<file path="config.mk">
export PLATFORM = sky130hd
export DESIGN_NAME = aging_page_replacement_core
export DESIGN_NICKNAME = d
export VERILOG_FILES = /design/src/hdl/apr_pkg.sv /design/src/hdl/apr_ram.sv /design/src/hdl/apr_front.sv /design/src/hdl/apr_back.sv /design/src/hdl/aging_page_replacement_core.sv
export SDC_FILE = /design/constraint.sdc
export NUM_CORES = 2
export LEC_CHECK = 0
export ABC_CLOCK_PERIOD_IN_PS = 24400
export BUFFER_PORTS_ARGS = -buffer_cell sky130_fd_sc_hd__clkbuf_2
export CAP_MARGIN = 20
export CORE_MARGIN = 2
export CORE_UTILIZATION = 35
export DETAILED_ROUTE_END_ITERATION = 8
export PLACE_DENSITY = 0.61
export SYNTH_ARGS = -nofsm -noshare
export SYNTH_HDL_FRONTEND = slang
export SYNTH_SLANG_ARGS = --single-unit
export TNS_END_PERCENT = 20
</file>
<file path="constraint.sdc">
create_clock -name clk -period 24.4 [get_ports clk]
set_input_delay 2.44 -clock clk [delete_from_list [all_inputs] [get_ports clk]]
set_output_delay 2.44 -clock clk [all_outputs]
set_load 0.03 [all_outputs]
</file>
<file path="src/hdl/apr_pkg.sv">
// Package for the aging page replacement core: fixed widths and constants.
// No dependencies; imported by the core, its front end and its back end.
package apr_pkg;

	localparam int CFG_W      = 5;
	localparam int COUNT_W    = 32;
	localparam int AGE_W      = 64;
	localparam int AGE_TOP    = 63;
	localparam int CFG_RESET  = 16;

	typedef logic [CFG_W-1:0]   cfg_t;
	typedef logic [COUNT_W-1:0] count_t;
	typedef logic [AGE_W-1:0]   age_t;

endpackage

</file>
<file path="src/hdl/apr_ram.sv">
// Generic simple dual-port RAM: one write port, one read port, registered read.
// No dependencies.
module apr_ram #(
	parameter int WIDTH = 8,
	parameter int DEPTH = 16
) (
	input  logic                     clk,
	input  logic                     we,
	input  logic [$clog2(DEPTH)-1:0] waddr,
	input  logic [WIDTH-1:0]         wdata,
	input  logic [$clog2(DEPTH)-1:0] raddr,
	output logic [WIDTH-1:0]         rdata
);

	logic [WIDTH-1:0] mem_q [DEPTH];

	always_ff @(posedge clk) begin
		if (we) begin
			mem_q[waddr] <= wdata;
		end
		rdata <= mem_q[raddr];
	end

endmodule

</file>
<file path="src/hdl/apr_front.sv">
// Front end of the aging page replacement core: takes page references and
// holds them in a two-entry queue for the back end. Uses apr_pkg.
module apr_front #(
	parameter int PAGE_BITS = 16
) (
	input  logic                 clk,
	input  logic                 arst_n,
	input  logic                 in_valid,
	output logic                 in_stall,
	input  logic [PAGE_BITS-1:0] page_number,
	output logic                 q_valid,
	output logic [PAGE_BITS-1:0] q_page,
	input  logic                 q_pop
);
	import apr_pkg::*;

	logic [PAGE_BITS-1:0] slot_q [2];
	logic                 wr_ptr_q;
	logic                 rd_ptr_q;
	logic [1:0]           fill_q;
	logic                 push;

	assign in_stall = (fill_q == 2'd2);
	assign push     = in_valid && !in_stall;
	assign q_valid  = (fill_q != 2'd0);
	assign q_page   = slot_q[rd_ptr_q];

	always_ff @(posedge clk) begin
		if (push) begin
			slot_q[wr_ptr_q] <= page_number;
		end
	end

	always_ff @(posedge clk or negedge arst_n) begin
		if (!arst_n) begin
			wr_ptr_q <= 1'b0;
			rd_ptr_q <= 1'b0;
			fill_q   <= 2'd0;
		end else begin
			if (push) begin
				wr_ptr_q <= !wr_ptr_q;
			end
			if (q_pop) begin
				rd_ptr_q <= !rd_ptr_q;
			end
			unique case ({push, q_pop})
				2'b10:   fill_q <= fill_q + 2'd1;
				2'b01:   fill_q <= fill_q - 2'd1;
				default: fill_q <= fill_q;
			endcase
		end
	end

endmodule

</file>
<file path="src/hdl/apr_back.sv">
// Back end of the aging page replacement core: lookup and minimum-age walk,
// then the aging walk, then the result register. Uses apr_pkg and apr_ram.
module apr_back #(
	parameter int MAX_FRAMES = 16,
	parameter int PAGE_BITS  = 16
) (
	input  logic                          clk,
	input  logic                          arst_n,
	input  apr_pkg::cfg_t                 frames_cfg,
	input  logic                          q_valid,
	input  logic [PAGE_BITS-1:0]          q_page,
	output logic                          q_pop,
	output logic                          out_valid,
	input  logic                          out_stall,
	output logic                          hit,
	output logic [$clog2(MAX_FRAMES)-1:0] frame_index,
	output apr_pkg::count_t               hit_total,
	output apr_pkg::count_t               miss_total
);
	import apr_pkg::*;

	localparam int FI_W = $clog2(MAX_FRAMES);
	localparam int CW   = $clog2(MAX_FRAMES + 1);

	localparam logic [1:0] ST_IDLE = 2'd0;
	localparam logic [1:0] ST_SCAN = 2'd1;
	localparam logic [1:0] ST_AGE  = 2'd2;
	localparam logic [1:0] ST_DONE = 2'd3;

	logic [1:0]            state_q;
	logic [CW-1:0]         cnt_q;
	logic [CW-1:0]         n_q;
	logic [CW-1:0]         n_d;
	logic [MAX_FRAMES-1:0] valid_q;
	count_t                hit_cnt_q;
	count_t                miss_cnt_q;
	logic                  out_valid_q;

	logic [PAGE_BITS-1:0]  page_q;
	logic                  hit_q;
	logic [FI_W-1:0]       hidx_q;
	logic [FI_W-1:0]       midx_q;
	age_t                  least_q;

	logic [FI_W-1:0]       raddr;
	logic [FI_W-1:0]       e_idx;
	logic [FI_W-1:0]       chosen;
	logic                  last;
	age_t                  age_rd;
	age_t                  age_eff;
	age_t                  age_new;
	logic [PAGE_BITS-1:0]  tag_rd;
	logic                  age_we;
	logic                  tag_we;
	logic                  load;
	count_t                hit_cnt_d;
	count_t                miss_cnt_d;

	always_comb begin
		if (frames_cfg == '0) begin
			n_d = CW'(1);
		end else if (int'(frames_cfg) > MAX_FRAMES) begin
			n_d = CW'(MAX_FRAMES);
		end else begin
			n_d = CW'(frames_cfg);
		end
	end

	assign raddr   = cnt_q[FI_W-1:0];
	assign e_idx   = FI_W'(cnt_q - CW'(1));
	assign last    = (cnt_q == n_q);
	assign chosen  = hit_q ? hidx_q : midx_q;
	assign age_eff = valid_q[e_idx] ? age_rd : '0;
	assign q_pop   = (state_q == ST_IDLE) && q_valid;
	assign age_we  = (state_q == ST_AGE) && (cnt_q != '0);
	assign tag_we  = (state_q == ST_AGE) && (cnt_q == '0) && !hit_q;
	assign load    = (state_q == ST_DONE) && (!out_valid_q || !out_stall);

	always_comb begin
		age_new = age_eff >> 1;
		if (e_idx == chosen) begin
			if (hit_q) begin
				age_new[AGE_TOP] = 1'b1;
			end else begin
				age_new          = '0;
				age_new[AGE_TOP] = 1'b1;
			end
		end
	end

	assign hit_cnt_d  = (hit_q && (hit_cnt_q != '1)) ? hit_cnt_q + 1'b1 : hit_cnt_q;
	assign miss_cnt_d = (!hit_q && (miss_cnt_q != '1)) ? miss_cnt_q + 1'b1 : miss_cnt_q;

	apr_ram #(
		.WIDTH(AGE_W),
		.DEPTH(MAX_FRAMES)
	) u_age_ram (
		.clk  (clk),
		.we   (age_we),
		.waddr(e_idx),
		.wdata(age_new),
		.raddr(raddr),
		.rdata(age_rd)
	);

	apr_ram #(
		.WIDTH(PAGE_BITS),
		.DEPTH(MAX_FRAMES)
	) u_tag_ram (
		.clk  (clk),
		.we   (tag_we),
		.waddr(chosen),
		.wdata(page_q),
		.raddr(raddr),
		.rdata(tag_rd)
	);

	// working registers of the walk
	always_ff @(posedge clk) begin
		if (q_pop) begin
			page_q <= q_page;
			n_q    <= n_d;
			hit_q  <= 1'b0;
		end
		if ((state_q == ST_SCAN) && (cnt_q != '0)) begin
			if (valid_q[e_idx] && (tag_rd == page_q)) begin
				hit_q  <= 1'b1;
				hidx_q <= e_idx;
			end
			if ((e_idx == '0) || (age_eff < least_q)) begin
				least_q <= age_eff;
				midx_q  <= e_idx;
			end
		end
		if (load) begin
			hit         <= hit_q;
			frame_index <= chosen;
			hit_total   <= hit_cnt_d;
			miss_total  <= miss_cnt_d;
		end
	end

	always_ff @(posedge clk or negedge arst_n) begin
		if (!arst_n) begin
			state_q     <= ST_IDLE;
			cnt_q       <= '0;
			valid_q     <= '0;
			hit_cnt_q   <= '0;
			miss_cnt_q  <= '0;
			out_valid_q <= 1'b0;
		end else begin
			unique case (state_q)
				ST_IDLE: begin
					cnt_q <= '0;
					if (q_pop) begin
						state_q <= ST_SCAN;
					end
				end
				ST_SCAN: begin
					if (last) begin
						cnt_q   <= '0;
						state_q <= ST_AGE;
					end else begin
						cnt_q <= cnt_q + CW'(1);
					end
				end
				ST_AGE: begin
					if (tag_we) begin
						valid_q[chosen] <= 1'b1;
					end
					if (last) begin
						cnt_q   <= '0;
						state_q <= ST_DONE;
					end else begin
						cnt_q <= cnt_q + CW'(1);
					end
				end
				ST_DONE: begin
					if (load) begin
						hit_cnt_q  <= hit_cnt_d;
						miss_cnt_q <= miss_cnt_d;
						state_q    <= ST_IDLE;
					end
				end
				default: state_q <= ST_IDLE;
			endcase
			if (load) begin
				out_valid_q <= 1'b1;
			end else if (!out_stall) begin
				out_valid_q <= 1'b0;
			end
		end
	end

	assign out_valid = out_valid_q;

endmodule

</file>
<file path="src/hdl/aging_page_replacement_core.sv">
// Aging page replacement core: one result per page reference.
// Each reference takes one walk over the tag and age memories for lookup and
// least age, then one walk to age every frame in use through the age memory's
// one read port and one write port, plus a start step and a finish step. A
// two-entry queue takes references while the walk runs, and the result
// register holds a result until it is taken. Ages and tags live in RAM; no
// clearing pass is needed.
// Uses apr_pkg, apr_front, apr_back and apr_ram.
module aging_page_replacement_core #(
	parameter int MAX_FRAMES = 16,
	parameter int PAGE_BITS  = 16
) (
	input  logic                          clk,
	input  logic                          arst_n,
	input  logic                          in_valid,
	output logic                          in_stall,
	input  logic [PAGE_BITS-1:0]          page_number,
	input  logic                          cfg_we,
	input  apr_pkg::cfg_t                 cfg_wdata,
	output logic                          out_valid,
	input  logic                          out_stall,
	output logic                          hit,
	output logic [$clog2(MAX_FRAMES)-1:0] frame_index,
	output apr_pkg::count_t               hit_total,
	output apr_pkg::count_t               miss_total
);
	import apr_pkg::*;

	cfg_t                 frames_q;
	logic                 q_valid;
	logic [PAGE_BITS-1:0] q_page;
	logic                 q_pop;

	always_ff @(posedge clk or negedge arst_n) begin
		if (!arst_n) begin
			frames_q <= CFG_W'(CFG_RESET);
		end else if (cfg_we) begin
			frames_q <= cfg_wdata;
		end
	end

	apr_front #(
		.PAGE_BITS(PAGE_BITS)
	) u_front (
		.clk        (clk),
		.arst_n     (arst_n),
		.in_valid   (in_valid),
		.in_stall   (in_stall),
		.page_number(page_number),
		.q_valid    (q_valid),
		.q_page     (q_page),
		.q_pop      (q_pop)
	);

	apr_back #(
		.MAX_FRAMES(MAX_FRAMES),
		.PAGE_BITS (PAGE_BITS)
	) u_back (
		.clk        (clk),
		.arst_n     (arst_n),
		.frames_cfg (frames_q),
		.q_valid    (q_valid),
		.q_page     (q_page),
		.q_pop      (q_pop),
		.out_valid  (out_valid),
		.out_stall  (out_stall),
		.hit        (hit),
		.frame_index(frame_index),
		.hit_total  (hit_total),
		.miss_total (miss_total)
	);

endmodule
</file>
Word-level counts from Yosys, hierarchy flattened --
Memories as Yosys holds them, arrays and structs flattened. A register that Yosys moved wholly into a read port is not among the register bits. Cells that the tools add are included.
Storage, ports and cells: register bits 244, RAM bits 1312, input bits 26, output and inout port bits 71, memories kept 3
Memory list:
- u_back.u_age_ram.mem_q | words 16, width 64, rd ports 1, clocked after memory_dff 1, write ports 1, RTL line apr_ram.sv:15 | logic [WIDTH-1:0] mem_q [DEPTH];
- u_back.u_tag_ram.mem_q | words 16, width 16, rd ports 1, clocked after memory_dff 1, write ports 1, RTL line apr_ram.sv:15
- u_front.slot_q | words 2, width 16, rd ports 1, clocked after memory_dff 1, write ports 1, RTL line apr_front.sv:17 | logic [PAGE_BITS-1:0] slot_q [2];
Cells by class: add/subtract/negate cells 6, $lt $le $gt $ge 5, equality and inequality tests 16, multiplexer cells 30, bitwise gates (word level) 1, reductions and logical operators 34
Operators with widths (number):
- $mux W64 | 2
- $add A32 B1 Y32 const B | 2
- $lt A64 B64 Y1 | 1
- $mux W32 | 2
- $ne A32 B32 Y1 const B | 2
- $mux W63 | 1
- $eq A16 B16 Y1 | 1
- $or A16 B16 Y16 | 1
- $mux W1 | 13
- $logic_and A1 B1 Y1 | 11
- $logic_not A5 Y1 | 2
- $lt A4 B5 Y1 const B | 2
- $mux W5 | 2
- $pmux W5 S2 | 1
- $eq A2 B2 Y1 const B | 4
- $mux W2 | 4
- $ne A2 B1 Y1 const B | 4
- $pmux W2 S4 | 1
- $reduce_and A2 Y1 | 4
- $logic_not A1 Y1 | 6
- $reduce_bool A2 Y1 | 3
- $add A5 B1 Y5 const B | 1
- $eq A5 B5 Y1 | 1
- $gt A5 B5 Y1 const B | 1
- 17 further kinds | 20

Logic depth before layout (Yosys ltp) --
depth after elaboration 7, gate-level depth with buffers 20, mapped depth without buffers 13

Modules after synthesis --
Synthesis repeated with hierarchy kept, for this count alone.
Second synthesis, totals: cell total of the unflattened synthesis 3302, area, all modules 64202.8 µm²
By module, submodules not included:
- apr_ram (u_back.u_age_ram) | times used 1, cells an instance 1647, area an instance 39581.7 µm²
- apr_back | times used 1, cells an instance 1146, area an instance 12998.7 µm²
- apr_ram (u_back.u_tag_ram) | times used 1, cells an instance 432, area an instance 10043.4 µm²
- apr_front | times used 1, cells an instance 67, area an instance 1396.3 µm²
- aging_page_replacement_core | times used 1, cells an instance 10, area an instance 182.7 µm²

Worst setup path before layout --
Ideal clock, no wire load.
path kind register to register, start point register u_back.cnt_q[1], end point register u_back.least_q[0], enable pin, library setup time 0.486 ns, arrival 7.165 ns, path slack 16.749 ns, cell stages (with the launch flop) 19, clock period less this slack 7.651 ns, cell sequence dfrtp_1 buf_2 buf_1 clkbuf_1 inv_1 ha_1 clkbuf_1 mux4_2 mux4_2 buf_6 buf_6 and2_1 ha_1 a211o_1 o311a_1 a211o_1 a31oi_1 o21ai_0 a211oi_2
Between the ends: word-level cells in the longest chain between the ends 7, elaborated cells between the ends (all ways) 10, classes of those cells 1 x add/sub; 1 x order compare; 3 x mux; 5 x reduce/logical
RTL lines:
- from (decl) | RTL line apr_back.sv:31 | logic [CW-1:0] cnt_q;
- from (signal assigned) | RTL line apr_back.sv:164 | cnt_q <= cnt_q + CW'(1);
- from (signal assigned) | RTL line apr_back.sv:175 | cnt_q <= cnt_q + CW'(1);
- $sub A4 B1 Y4 | RTL line apr_back.sv:70 | assign e_idx = FI_W'(cnt_q - CW'(1));
- $bmux W1 S4 | RTL line apr_back.sv:73 | assign age_eff = valid_q[e_idx] ? age_rd : '0;
- $mux W1 (implied by the code) | RTL line apr_back.sv:73
- $mux W64 | RTL line apr_back.sv:73
- named net u_back.age_eff[44] | RTL line apr_back.sv:50 | age_t age_eff;
- $lt A64 B64 Y1 | RTL line apr_back.sv:130 | if ((e_idx == '0) || (age_eff < least_q)) begin
- $logic_or A1 B1 Y1 | RTL line apr_back.sv:130
- $reduce_and A2 Y1 (no line)
- to (signal assigned) | RTL line apr_back.sv:131 | least_q <= age_eff;
- to (decl) | RTL line apr_back.sv:43 | age_t least_q;
The timed path passes the listed nets, and every way through them passes these cells. The select of a mux whose other input is x is not followed. A chain may end at the register's enable or synchronous reset.

Worst setup path in the final report --
start point register u_back.cnt_q[2], end point register u_back.least_q[61], enable pin
The elaborated chain is that of the path after synthesis.

==> summary.md <==
| Metric | Value |
|---|---|
| Result of the run | complete, no violations |
| Required time of the critical path | 24.80 ns |
| Via count of the first global-routing pass | 30600 |
| Count of port buffers added during placement | 96 |
| Clk Tree Root Cell | sky130_fd_sc_hd__clkbuf_16 |
| Placed cell count | 5514 |
| Register bit total from synthesis | 1652 |
| CTS tree | done |
| I/O pin count | 97 |
| Core area | 183000 µm² |
| Remaining max-slew budget at the tightest pin | 25.5% |
| Area of the mapped netlist | 64200 µm² |
| Final setup fails | 0 |
| Final Hold Vio Count | 0 |
| Vias per cell | 5.05 |
| Kind of cell adding the most delay to the critical path | compound AO/OA/AOI/OAI gates |
| Mean post-synth cell area | 20.7 µm² |
| Largest net degree at the start of global routing | 78 |
| Post-synth top flop | sky130_fd_sc_hd__edfxtp_1 |
| Routed wire length per instance | 23.5 µm |
| TritonRoute pass-1 iters | 7 |
| Filler Cells Inserted | 16100 |
| Sequential fraction of the synthesis area | 75.2% |
| Residual DRC | 0 |
| Number of buffers on the longest clock path | 3 |
| Initial antenna violation count | 1 |
| Worst Hold Class | reg -> reg |
| Crit start category | flip-flop |
| Critical Path AT | 7.05 ns |
| Final Util | 40.5% |
| Biggest fanout along the worst timing path | 66 |
| Yosys warning count | 0 |
| Largest vdd supply drop | 0.0000930 V |
| Wire length of the first global-routing pass | 204000 µm |
| Post-layout minimum cycle time | 6.64 ns |
| Critical path buffer and inverter count | 2 |
| Final total power | 9.39 mW |
| CTS Hold Bufs | 0 |
| Sum of routed wire length over all layers | 137000 µm |
| Cell variety after synth | 60 |
| Post-route worst setup slack | 17.76 ns |
| Clock latency on the worst-skew pair | 0.82 ns |
| Initial Utilization | 35.1% |
| WS Path Type | reg -> reg |
| Ordered list of cells on the worst path | buf_4 -> nor3_1 -> xnor2_2 -> mux4_4 -> and2_1 -> ha_1 -> a211oi_1 -> o21bai_1 -> a211oi_1 -> o21ai_0 -> a22oi_1 -> o21ai_0 -> a211oi_4 -> buf_4 |
| Area share of the largest cell type after synthesis | 68.9% |
| Count of pins over their slew limit | 0 |
| Max-capacitance violation count | 0 |
| Synth top area cells | sky130_fd_sc_hd__edfxtp_1, sky130_fd_sc_hd__mux4_2, sky130_fd_sc_hd__dfrtp_1, sky130_fd_sc_hd__dfxtp_1, sky130_fd_sc_hd__ha_1 |
| Leakage power summed over all cells | 24.7 nW |
| Layout cell share with drive strength beyond 1 | 27.2% |
| Total global routing overflow | 0 |
| Routability congestion estimate | 0.759 |
| Number of clock sinks | 1652 |
| Largest stage delay on the critical path | 0.93 ns |
| PostCTS Resize Cnt | 0 |
| Die outline area | 187000 µm² |
| Share of flip-flops with an asynchronous set or reset after synthesis | 5.87% |
| Detailed placer's ending HPWL | 72300 µm |
| Die Y-Extent | 432 µm |
| Count of placed standard cells in the final layout, fillers left out | 5857 |
| Unrepaired setup endpoints after global routing | false |
| Antenna Violating Nets Remaining | 0 |
| Depth of the CTS H-tree | 4 |
| Std cell rows | 157 |
| Kind of end point of the critical path | flip-flop |
| Pre-CTS setup slack | 17.71 ns |
| Via count of the routed design | 29600 |
| Post-CTS setup buffer count | 0 |
| Clock transition time at the flip-flop clock pins of the worst setup and hold paths | 0.06 ns |
| Chip width | 432 µm |
| Period utilization | 27.2% |
| Worst setup slack for register-to-register paths | 17.76 ns |
| Maximum clock frequency | 151 MHz |
| Worst path slowest cell | sky130_fd_sc_hd__mux4_4 |
| Sum of negative setup slack | 0 ns |
| Post-synthesis instance total | 3103 |
| Synthesis-to-finish area growth | 15.2% |
| Global-route usage over all layers | 14.7% |
| Total power per unit cell area | 127 nW/µm² |
| Count of nets after finishing | 3428 |
| Cell type with the highest aggregate area in the netlist | sky130_fd_sc_hd__edfxtp_1 |
| First-iteration detailed-routing DRC count | 2720 |
| Syn nets | 3207 |
| Worst-Margin Slew | 1.11 ns |
| CTS Buf Count | 170 |
| Count of flip-flops with a built-in enable after synthesis | 1474 |
| Largest clock skew in the final design | 0.0541 ns |
metal layers:
layer | part of all wire [%] | GRT usage [%] | wire length, µm
met5 | 0 | 0 | 0
met4 | 1.9 | 3.74 | 2570
met3 | 4.5 | 2.36 | 6200
met2 | 50 | 25.0 | 69200
met1 | 43 | 19.8 | 59400
kinds of logic (layout without fill, tap and decap cells):
group	Yosys count	after routing	synth area share [%]
flip-flops	1652	1652	75.2
AND/OR/NAND/NOR	490	490	4.11
multiplexers	432	432	14.7
buffers and inverters	220	588	1.46
XOR/XNOR	155	155	2.13
adder cells (fa/ha/maj)	78	78	1.52
AO/OA/AOI/OAI	76	76	0.863
other	0	1	0
per-stage QoR:
stage,area (µm²),hold slack (ns)
2_1_floorplan,64200,0.434
6_report,74000,0.466
5_1_grt,74000,0.483
3_5_place_dp,67700,0.449
3_3_place_gp,67700,0.452
4_1_cts,73800,0.463
synth_stat cells (all sizes together), types with 6 or more instances:
cell type  number
nand4          38
buf            63
a211oi         10
nor3           19
and2           75
inv            84
nand3          48
a21oi          11
dfxtp          81
nand2b          6
and3           26
nand2          83
nor2b          67
xnor2          94
dfrtp          96
and4           12
xor2           61
mux2           24
ha             78
or2            19
edfxtp       1474
mux4          405
clkbuf         72
nor2           85
o21ai          25
sequential cells by signal, summed over array words and instances, names as in the netlist, 16 cells and up:
name                    count
u_back.miss_cnt_q          32
u_back.hit_total           32
u_back.u_tag_ram.rdata     16
u_back.hit_cnt_q           32
u_back.miss_total          32
u_back.u_age_ram.mem_q   1024
u_back.u_age_ram.rdata     64
u_back.page_q              16
u_back.least_q             64
u_front.slot_q             32
u_back.valid_q             16
u_back.u_tag_ram.mem_q    256
layout by cell type (no fill, tap or decap), drive strengths merged, types with 2 or more instances in the layout:
cell	netlist	routed
and3	26	26
nor4	5	5
and2	75	75
o2111ai	2	2
a21oi	11	11
nor2	85	85
dfxtp	81	81
clkbuf	72	332
a2111oi	3	3
a211o	2	2
clkinv	1	52
clkinvlp	0	4
o211ai	5	5
or2	19	19
nand2b	6	6
nand4	38	38
nor2b	67	67
nand3	48	48
and4	12	12
o31ai	3	3
a211oi	10	10
bufinv	0	22
o21bai	3	3
inv	84	91
a21o	5	5
ha	78	78
mux4	405	405
edfxtp	1474	1474
dfrtp	96	96
buf	63	87
xnor2	94	94
nand2	83	83
or3	3	3
mux2i	3	3
nor3	19	19
xor2	61	61
mux2	24	24
o21ai	25	25
power breakdown:
| group | internal, mW | total (mW) | switching [mW] |
|---|---|---|---|
| sequential | 4.05 | 4.24 | 0.188 |
| combinational | 0.921 | 2.42 | 1.49 |
| clock | 1.62 | 2.73 | 1.11 |
| total | 6.59 | 9.39 | 2.80 |
final timing paths:
path | startpoint | endpoint | cells after the start
max | u_back.cnt_q[2]$_DFFE_PN0P_ | u_back.least_q[61]$_DFFE_PP_ | 14
min reg2reg | u_back.valid_q[4]$_DFFE_PN0P_ | u_back.valid_q[4]$_DFFE_PN0P_ | 1
min in group asynchronous | arst_n | u_back.miss_cnt_q[31]$_DFFE_PN0P_ | 1
max reg2reg | u_back.cnt_q[2]$_DFFE_PN0P_ | u_back.least_q[61]$_DFFE_PP_ | 14
min | u_back.valid_q[4]$_DFFE_PN0P_ | u_back.valid_q[4]$_DFFE_PN0P_ | 1
max in group asynchronous | arst_n | u_back.cnt_q[1]$_DFFE_PN0P_ | 2
cell type report:
type                       instances  area (µm²)  area share [%]
multi-input combinational       1231       15100            20.5
tap                             2385        2980            4.03
inverter                          85         322           0.435
timing repair buffer             184        1190            1.61
clock inverter                    84        1260            1.70
antenna                            1        2.50         0.00338
clock buffer                     235        4760            6.43
sequential                      1652       48300            65.3
Power figures use the tool's default switching activity.
